**src/rtl/sst_ram.sv**
```systemverilog
module sst_ram #(
  parameter int WIDTH = 8,
  parameter int DEPTH = 16
) (
  input  logic                     clk,
  input  logic                     we,
  input  logic [$clog2(DEPTH)-1:0] waddr,
  input  logic [WIDTH-1:0]         wdata,
  input  logic [$clog2(DEPTH)-1:0] raddr,
  output logic [WIDTH-1:0]         rdata
);

  logic [WIDTH-1:0] mem [DEPTH];

  always_ff @(posedge clk) begin
    if (we) begin
      mem[waddr] <= wdata;
    end
    rdata <= mem[raddr];
  end

endmodule
```
**config.mk**
```make
export PLATFORM = sky130hd
export DESIGN_NAME = sst_ram
export DESIGN_NICKNAME = d
export VERILOG_FILES = /design/src/rtl/sst_ram.sv
export SDC_FILE = /design/constraint.sdc
export NUM_CORES = 1
export LEC_CHECK = 0
export BUFFER_PORTS_ARGS = -buffer_cell sky130_fd_sc_hd__buf_2
export CAP_MARGIN = 20
export CORE_ASPECT_RATIO = 0.75
export CORE_UTILIZATION = 30
export CTS_BUF_LIST = sky130_fd_sc_hd__clkbuf_16
export DETAILED_ROUTE_END_ITERATION = 8
export SYNTH_ARGS = -nofsm -noshare
export SYNTH_HDL_FRONTEND = slang
export SYNTH_SLANG_ARGS = --single-unit
export TNS_END_PERCENT = 30
```
**constraint.sdc**
```tcl
create_clock -name clk -period 1.7 [get_ports clk]
set_input_delay 0.17 -clock clk [delete_from_list [all_inputs] [get_ports clk]]
set_output_delay 0.17 -clock clk [all_outputs]
set_load 0.03 [all_outputs]
```
Word-level counts from Yosys, hierarchy flattened:

Memories as Yosys holds them, arrays and structs flattened. A register that Yosys moved wholly into a read port is not among the register bits.
Index checks and enable logic that the tools add are counted.

* register bits after elaboration: 0
* output and inout bits: 8
* RAM bits: 128
* input bits: 18
* memories kept: 1

* multiplexer cells: 2

Memories
* mem: words 16, bits a word 8, read ports 1, clocked after memory_dff 1, write ports 1, line 13 `logic [WIDTH-1:0] mem [DEPTH];`

Operator list (count)
* 1-bit two-way mux: 2

Logic depth before layout (Yosys ltp):

Gate-level depths: netlist of the first run.

* depth after elaboration: 2
* gate-level depth with buffers: 5
* depth with buffers taken out: 3

Least setup slack after synthesis of the first run:

OpenSTA, ideal clock, no wires.

* path kind: input to register
* from: input port waddr[2]
* to: memory mem[0][0] (enable)
* cell stages on the path: 2
* required time: 1.317 ns
* setup slack: 0.037 ns
* arrival time: 1.280 ns
* buffers on the path: 0
* path through: or3b_2 nor3_1

RTL lines
* from (decl): line 7 `input logic [$clog2(DEPTH)-1:0] waddr,`
* to (decl): line 13

No word-level cell before the write port.

==> flow_metrics.env, run 1 <==
export IMPL_cp_buffers_inverters=0
export IMPL_cts_hold_buf=0
export IMPL_start_util_pct=30.7
export IMPL_min_path_type="in -> reg"
export IMPL_startpoint_type="flip-flop"
export IMPL_grt_max_degree=33
export IMPL_first_iter_violations=167
export IMPL_clkLatencyLatePin_ns=0.41
export IMPL_rows=41
export IMPL_antenna_left=0
export IMPL_cts_root_buf="clkbuf_16"
export IMPL_via_per_inst=4.83
export IMPL_grt_pass1_wl_um=15200
export IMPL_period_needed_ns=1.38
export IMPL_syn_num_nets=247
export IMPL_crit_fanout=1
export IMPL_synth_cells=229
export IMPL_grt_pass1_vias=2520
export IMPL_syn_to_final_growth_pct=20.0
export IMPL_yosysMostFrequentCell="edfxtp_1"
export IMPL_final_cell_count_no_fill=510
export IMPL_path_class="reg -> reg"
export IMPL_timing_final_crit_share_pct=81.2
export IMPL_dr_pass1_iters=4
export IMPL_vias=2464
export IMPL_slew_violations=0
export IMPL_wirelength_um=10300
export IMPL_maxSlewHeadroom_pct=45.4
export IMPL_coreArea_mm2=0.0168
export IMPL_syn_avg_cell_area_um2=22.5
export IMPL_post_route_drc_count=0
export IMPL_clkTransAtPathRegs_ns=0.05
export IMPL_post_drt_wl_per_cell_um=20.1
export IMPL_grt_use_met3_pct=3.85
export IMPL_synth_top_cell_area_share_pct=74.7
export IMPL_irDropWorstVdd_mv=0.573
export IMPL_yosysTopAreaCell="edfxtp_1"
export IMPL_layout_drive_gt1_share_pct=30.5
export IMPL_fmax_ghz=0.724
export IMPL_antenna_found_initial=0
export IMPL_synthTopCellsByCount="128 x edfxtp_1, 18 x mux4_2, 16 x a22oi_1"
export IMPL_cts_setup_buffers=0
export IMPL_skew_ns=0.00524
export IMPL_crit_slowest_cell="mux4_1"
export IMPL_die_w_um=153
export IMPL_setup_viol=0
export IMPL_num_antenna_cells=0
export IMPL_num_io_pins=26
export IMPL_clock_sinks=136
export IMPL_fin_nets=301
export IMPL_worstMarginPinSlew_ns=0.817
export IMPL_async_reset_ff_share_pct=0
export IMPL_grt_overflow=0
export IMPL_cp_required_ns=1.99
export IMPL_fin_tns_setup_ns=0
export IMPL_syn_area_mm2=0.00515
export IMPL_cp_end_kind="flip-flop"
export IMPL_finalHoldViolCount=0
export IMPL_crit_path_cell_trace="mux4_1 -> a22oi_1 -> nand2_1"
export IMPL_ys_seq_area_share_pct=77.8
export IMPL_setup_ws_ns=0.320
export IMPL_arrival_ns=1.67
export IMPL_synthTopCellsByArea="edfxtp_1 75%, mux4_2 7.9%, mux4_1 7.1%"
export IMPL_dpl_cell_count=479
export IMPL_cts_buffers=17
export IMPL_crit_family="multiplexers"
export IMPL_gr_usage_all_layers_pct=12.4
export IMPL_slowest_delay_ns=0.54
export IMPL_floorplan_die_area_mm2=0.0177
export IMPL_clock_path_buffers=2
export IMPL_rsz0062_at_grt="no"
export IMPL_cap_violations=0
export IMPL_portBuffers=25
export IMPL_grt_busiest_layer="met2"
export IMPL_cts_resized=0
export IMPL_ys_seq_elements=136
export IMPL_p_leak_uw=0.00209
export IMPL_power_density_mw_per_mm2=1220
export IMPL_gp_congestion=0.728
export IMPL_outcome="complete, no violations"
export IMPL_place_ws_ns=0.114
export IMPL_ys_types=19
export IMPL_grtUsageMet1_pct=17.0
export IMPL_grt_util_met2_pct=18.8
export IMPL_yosysWarnings=0
export IMPL_cts_tree="yes"
export IMPL_synth_edff_count=128
export IMPL_synth_ff_type="edfxtp_1"
export IMPL_htree_num_levels=4
export IMPL_dieHeight_um=115
==> layer usage <==
layer  up-vias  share of wire [%]
li1       1077                  -
met1      1318                 48
met2        59                 46
met3        10                5.0
met4         0               0.71
met5         -                  0
==> final timing paths <==
kind                   from   endpoint  slack, ns  cells after the start
hold reg to reg   mem[4][3]   rdata[3]       0.67                      3
setup / recovery  mem[1][5]   rdata[5]       0.32                      3
setup reg to reg  mem[1][5]   rdata[5]       0.32                      3
hold / removal     wdata[7]  mem[3][7]       0.15                      1
==> cells by family (layout without fill, tap and decap cells) <==
family                 Yosys count  in the layout  share of synthesized area, %
AO/OA/AOI/OAI                   16             16                          2.33
buffers and inverters           10             76                          1.68
flip-flops                     136            136                          77.8
multiplexers                    32             32                          15.0
AND/OR/NAND/NOR                 35             35                          3.18
==> cell usage in the layout, fill, tap and decap left out, types with 2 or more instances in the layout <==
cell        count
nand2_1         9
buf_4          18
clkinvlp_4      2
dfxtp_1         8
clkbuf_16      17
inv_1           3
nor3_1          4
buf_2          25
nand2b_1        2
buf_12          2
a22oi_1        16
nor2_1         13
mux4_1         14
nand3b_1        2
mux4_2         18
clkinv_1        2
clkinv_2        5
edfxtp_1      128
bufinv_16       2
==> through the flow <==
stage               util, %  cell area, um^2  hold slack (ns)  total power [uW]
floorplan                 -             5150            0.269              4070
global placement       33.6             5630            0.547              4230
detailed placement     33.6             5630            0.566              4240
CTS                    36.8             6170            0.132              7620
global route           36.8             6170            0.138              7760
finish                 36.8             6170            0.145              7540
==> sequential cells by signal, indices dropped and copies added (netlist names) <==
register and count:
mem 128, rdata 8
==> cell type report <==
type / count / area, um^2
Timing Repair Buffer: 45 / 300
Fill cell: 1505 / 10600
Clock inverter: 14 / 119
Sequential cell: 136 / 4000
Multi-Input combinational cell: 83 / 1060
Tap cell: 215 / 269
Clock buffer: 17 / 425
==> report_power, final <==
group | internal (uW) | leakage (uW) | switching [uW] | total (uW)
registers | 3750 | 0.00122 | 24.5 | 3770
clock network | 2100 | 0.000277 | 1270 | 3380
logic | 153 | 0.000585 | 231 | 384
No activity file was read; power rests on OpenSTA's default activity.
==> run 2, diff against run 1 <==
--- a/config.mk
+++ b/config.mk
@@ -5,6 +5,7 @@
 export SDC_FILE = /design/constraint.sdc
 export NUM_CORES = 1
 export LEC_CHECK = 0
+export ABC_AREA = 1
 export BUFFER_PORTS_ARGS = -buffer_cell sky130_fd_sc_hd__buf_2
 export CAP_MARGIN = 20
 export CORE_ASPECT_RATIO = 0.75
==> constraint.sdc (replaced) <==
create_clock -name clk -period 1.4 [get_ports clk]
set_input_delay 0.14 -clock clk [delete_from_list [all_inputs] [get_ports clk]]
set_output_delay 0.14 -clock clk [all_outputs]
set_load 0.03 [all_outputs]
==> run 2 against run 1 <==
Effect of this change: clock skew up 0.0079 ns; power up 30%; final cell count up 68%; clock power up 36%; worst setup slack worse by 0.093 ns; die area up 12%; worst hold slack worse by 0.027 ns; critical path depth down 2; sequential share of layout area down 6.8 points; synthesized cell count up 140%; cell area up 12%; via count up 50%; critical path type is now reg -> out; critical endpoint is now rdata[2]; largest power group is now the clock network.
==> flow_metrics.env, run 2 <==
export IMPL_final_common_cell="nand2_1"
export IMPL_clock_sinks=136
export IMPL_gr_usage_all_layers_pct=14.6
export IMPL_coreArea_mm2=0.0187
export IMPL_wirelength_um=13300
export IMPL_dieHeight_um=122
export IMPL_power_density_mw_per_mm2=1420
export IMPL_startpoint_type="flip-flop"
export IMPL_fmax_ghz=0.853
export IMPL_cts_resized=0
export IMPL_grt_pass1_vias=3591
export IMPL_fin_tns_setup_ns=0
export IMPL_cts_setup_buffers=0
export IMPL_cts_tree="yes"
export IMPL_synthTopCellsByArea="edfxtp_1 67%, nand2_1 11%, nand3_1 8.4%"
export IMPL_clkTransAtPathRegs_ns=0.06
export IMPL_finalHoldViolCount=0
export IMPL_setup_viol=0
export IMPL_syn_to_final_growth_pct=19.7
export IMPL_htree_num_levels=4
export IMPL_crit_path_cell_trace="buf_2"
export IMPL_syn_num_nets=569
export IMPL_maxSlewHeadroom_pct=76.4
export IMPL_stdcell_area_mm2=0.00690
export IMPL_cts_root_buf="clkbuf_16"
export IMPL_ys_seq_area_share_pct=69.4
export IMPL_clock_path_buffers=2
export IMPL_antenna_left=0
export IMPL_worstMarginPinSlew_ns=0.354
export IMPL_slew_violations=0
export IMPL_cp_required_ns=1.26
export IMPL_start_util_pct=30.9
export IMPL_floorplan_die_area_mm2=0.0198
export IMPL_synth_edff_count=128
export IMPL_cap_violations=0
export IMPL_largest_reg_flops=128
export IMPL_fill_cells=1807
export IMPL_final_cell_mix="173 x nand2_1, 128 x edfxtp_1, 101 x inv_1"
export IMPL_antenna_found_initial=0
export IMPL_ys_seq_elements=136
export IMPL_synth_cells=551
export IMPL_yosysMostFrequentCell="nand2_1"
export IMPL_grt_max_degree=65
export IMPL_num_io_pins=26
export IMPL_cp_end_kind="output pin"
export IMPL_cts_hold_buf=0
export IMPL_p_leak_uw=0.00298
export IMPL_top_regs="mem (128), rdata (8)"
export IMPL_synth_top_cell_area_share_pct=66.7
export IMPL_cts_buffers=17
export IMPL_post_drt_wl_per_cell_um=15.5
export IMPL_die_w_um=162
export IMPL_layout_drive_gt1_share_pct=13.4
export IMPL_dr_pass1_iters=5
export IMPL_rsz0062_at_grt="no"
export IMPL_skew_ns=0.0132
export IMPL_via_per_inst=4.32
export IMPL_synthTopCellsByCount="173 x nand2_1, 128 x edfxtp_1, 100 x inv_1"
export IMPL_first_iter_violations=358
export IMPL_arrival_ns=1.03
export IMPL_syn_area_mm2=0.00577
export IMPL_synth_ff_type="edfxtp_1"
export IMPL_ys_types=12
export IMPL_outcome="complete, no violations"
export IMPL_grt_overflow=0
export IMPL_fin_hold_ws_ns=0.119
export IMPL_grt_pass1_wl_um=20800
export IMPL_irDropWorstVdd_mv=0.786
export IMPL_vias=3703
export IMPL_post_route_drc_count=0
export IMPL_crit_family="flip-flops"
export IMPL_period_needed_ns=1.17
export IMPL_yosysTopAreaCell="edfxtp_1"
export IMPL_dpl_hpwl_um=8480
export IMPL_largest_register="mem"
export IMPL_async_reset_ff_share_pct=0
export IMPL_multiInputGateArea_mm2=0.00121
export IMPL_crit_fanout=1
export IMPL_fin_nets=615
export IMPL_syn_avg_cell_area_um2=10.5
export IMPL_crit_slowest_cell="dfxtp_1"
export IMPL_path_class="reg -> out"
export IMPL_seqCellArea_mm2=0.00400
export IMPL_num_antenna_cells=0
export IMPL_portBuffers=25
export IMPL_gp_congestion=0.782
export IMPL_clkLatencyLatePin_ns=0.42
export IMPL_rows=43
export IMPL_rrSetupSlack_ns=0.41
export IMPL_yosysWarnings=0
export IMPL_placed_cell_area_mm2=0.00629
export IMPL_slowest_delay_ns=0.39
export IMPL_cp_buffers_inverters=1
export IMPL_timing_final_crit_share_pct=83.8
export IMPL_min_path_type="in -> reg"
## run 2: logic make-up (layout without fill, tap and decap cells)
| logic type | after synthesis | count (layout) | share of synthesized area [%] |
|---|---|---|---|
| buffers and inverters | 126 | 185 | 9.52 |
| DFF | 136 | 136 | 69.4 |
| and+or+nand+nor | 289 | 289 | 21.0 |
## run 2: path summary, 6_finish.rpt
path              startpoint  cells after the start          to
setup / recovery    rdata[2]                      1    rdata[2]
hold / removal      wdata[7]                      1  mem[13][7]
setup reg to reg  mem[11][0]                      6    rdata[0]
hold reg to reg   mem[10][1]                      6    rdata[1]
## run 2: layout make-up
type                       instances  area share (%)
timing repair buffer              51            5.55
clock inverter                    15            2.68
tap                              247            4.48
multi-input combinational        289            17.6
inverter                         102            5.55
sequential                       136            58.0
clock buffer                      17            6.16
## run 2: power by group
part / internal (uW) / switching, uW / total (uW)
clock network: 2950 / 1650 / 4600
registers: 4550 / 37.6 / 4590
logic: 187 / 432 / 619
## run 2: metrics by stage
step	util [%]	setup slack [ns]	cells	total power, uW
after floorplan	-	0.309	551	5030
after global placement	33.7	0.152	825	5300
after detailed placement	33.7	0.128	825	5300
after CTS	37.0	0.178	857	9870
after global routing	37.0	0.188	857	10100
final	37.0	0.227	857	9810
## run 2: metal layers
layer	global-route usage [%]	part of all wire [%]	up-vias
li1	-	-	1860
met1	21.2	50	1738
met2	21.5	44	100
met3	3.78	5.4	5
met4	3.89	0.50	0
met5	0	0	-
==> run 3, diff against run 2 <==
==> constraint.sdc (replaced) <==
create_clock -name clk -period 1.15 [get_ports clk]
set_input_delay 0.115 -clock clk [delete_from_list [all_inputs] [get_ports clk]]
set_output_delay 0.115 -clock clk [all_outputs]
set_load 0.03 [all_outputs]
==> run 3 against run 2 <==
Effect of this change: sequential share of layout area barely moved; critical path depth did not move; wire length rose by 0.35%; first-iteration DRC count fell by 8.4%; clock skew fell by 0.0083 ns; die area did not move; non-clock buffer count rose by 8; largest power group is now registers; worst hold slack got worse by 0.036 ns; flip-flop and latch count did not move; core utilization barely moved; clock-buffer cell count did not move; cell area barely moved.
==> flow_metrics.env, run 3 (synthesized netlist as in run 2, its figures left out) <==
export IMPL_seqCellArea_mm2=0.00401
export IMPL_htree_num_levels=4
export IMPL_irDropWorstVdd_mv=0.922
export IMPL_cp_buffers_inverters=1
export IMPL_placed_cell_area_mm2=0.00634
export IMPL_fill_cells=1820
export IMPL_crit_path_cell_trace="clkbuf_4"
export IMPL_grt_max_degree=38
export IMPL_vias=3815
export IMPL_largest_register="mem"
export IMPL_p_leak_uw=0.00299
export IMPL_fin_nets=623
export IMPL_skew_ns=0.00486
export IMPL_grt_pass1_vias=3884
export IMPL_rows=43
export IMPL_final_cell_count_no_fill=865
export IMPL_timing_final_crit_share_pct=98.8
export IMPL_slowest_delay_ns=0.38
export IMPL_start_util_pct=30.9
export IMPL_slew_violations=0
export IMPL_layout_drive_gt1_share_pct=14.1
export IMPL_dr_pass1_iters=5
export IMPL_top_regs="mem (128), rdata (8)"
export IMPL_cts_tree="yes"
export IMPL_grt_pass1_wl_um=21500
export IMPL_rsz0062_at_grt="no"
export IMPL_multiInputGateArea_mm2=0.00121
export IMPL_min_path_type="in -> reg"
export IMPL_post_drt_wl_per_cell_um=15.4
export IMPL_startpoint_type="flip-flop"
export IMPL_setup_viol=0
export IMPL_coreArea_mm2=0.0187
export IMPL_clkTransAtPathRegs_ns=0.06
export IMPL_power_density_mw_per_mm2=1650
export IMPL_path_class="reg -> out"
export IMPL_cap_violations=0
export IMPL_gr_usage_all_layers_pct=15.0
export IMPL_dpl_hpwl_um=8840
export IMPL_post_route_drc_count=0
export IMPL_cts_hold_buf=0
export IMPL_crit_family="flip-flops"
export IMPL_dpl_cell_count=833
export IMPL_floorplan_die_area_mm2=0.0198
export IMPL_crit_slowest_cell="dfxtp_1"
export IMPL_worstMarginPinSlew_ns=0.331
export IMPL_clock_sinks=136
export IMPL_clock_path_buffers=2
export IMPL_antenna_left=0
export IMPL_final_cell_mix="173 x nand2_1, 128 x edfxtp_1, 103 x inv_1"
export IMPL_portBuffers=25
export IMPL_cts_root_buf="clkbuf_16"
export IMPL_syn_to_final_growth_pct=19.6
export IMPL_p_total_uw=11400
export IMPL_final_common_cell="nand2_1"
export IMPL_finalHoldViolCount=0
export IMPL_largest_reg_flops=128
export IMPL_num_io_pins=26
export IMPL_num_antenna_cells=0
export IMPL_via_per_inst=4.41
export IMPL_postLayoutCoreUtil_pct=37.0
export IMPL_fmax_ghz=0.880
export IMPL_cp_required_ns=1.03
export IMPL_maxSlewHeadroom_pct=77.9
export IMPL_stdcell_area_mm2=0.00690
export IMPL_crit_fanout=1
export IMPL_grt_overflow=0
export IMPL_period_needed_ns=1.14
export IMPL_clkLatencyLatePin_ns=0.42
export IMPL_dieHeight_um=122
export IMPL_cp_end_kind="output pin"
export IMPL_cts_buffers=17
export IMPL_wirelength_um=13400
export IMPL_first_iter_violations=328
export IMPL_die_w_um=162
export IMPL_antenna_found_initial=0
export IMPL_outcome="complete, no violations"
export IMPL_gp_congestion=0.788
export IMPL_arrival_ns=1.02
==> run 3: layer usage <==
metal | share of wire (%) | vias up | GRT usage, %
met5 | 0 | - | 0
met4 | 1.0 | 0 | 4.19
met3 | 4.6 | 14 | 3.85
met2 | 42 | 80 | 22.2
met1 | 53 | 1839 | 21.5
li1 | - | 1882 | -
==> run 3: path summary, 6_finish.rpt <==
kind | slack [ns] | to | cells past startpoint | start
setup / recovery | 0.01 | rdata[6] | 1 | rdata[6]
hold / removal | 0.08 | mem[12][4] | 1 | wdata[4]
setup reg to reg | 0.19 | rdata[6] | 6 | mem[13][6]
hold reg to reg | 0.66 | rdata[1] | 6 | mem[2][1]
==> run 3: timing repair <==
| item | CTS | global route |
|---|---|---|
| endpoints found under the setup margin | 3 | 3 |
| gates resized for setup | 3 | 3 |
| buffers inserted | 0 | 0 |
==> run 3: final cells by class <==
type / count / area share [%]
Clock buffer: 17 / 6.17
Clock inverter: 15 / 1.74
Inverter: 102 / 5.55
Multi-Input combinational cell: 289 / 17.6
Sequential cell: 136 / 58.1
Tap cell: 247 / 4.48
Timing Repair Buffer: 59 / 6.42
==> run 3: report_power, final <==
| group | total [uW] | switching (uW) | internal, uW |
|---|---|---|---|
| combinational | 775 | 525 | 250 |
| clock | 5050 | 1940 | 3110 |
| sequential | 5590 | 48.5 | 5540 |
==> run 3: per-stage QoR <==
stage	hold WS, ns	TNS [ns]	setup WS [ns]
floorplan	0.214	0	0.0842
global placement	0.528	0	0.0151
detailed placement	0.524	-0.00193	-0.00193
CTS	0.0871	0	0.000189
global route	0.0907	0	0.00301
finish	0.0828	0	0.0140
==> run 3: worst reg2reg max path, cell delays in order, from the launching register on <==
cell      delay (ns)
edfxtp_1        0.36
inv_1           0.12
nand2_1         0.07
nand3_1         0.10
nand3_1         0.08
nand3_1         0.08
nand2_1         0.05
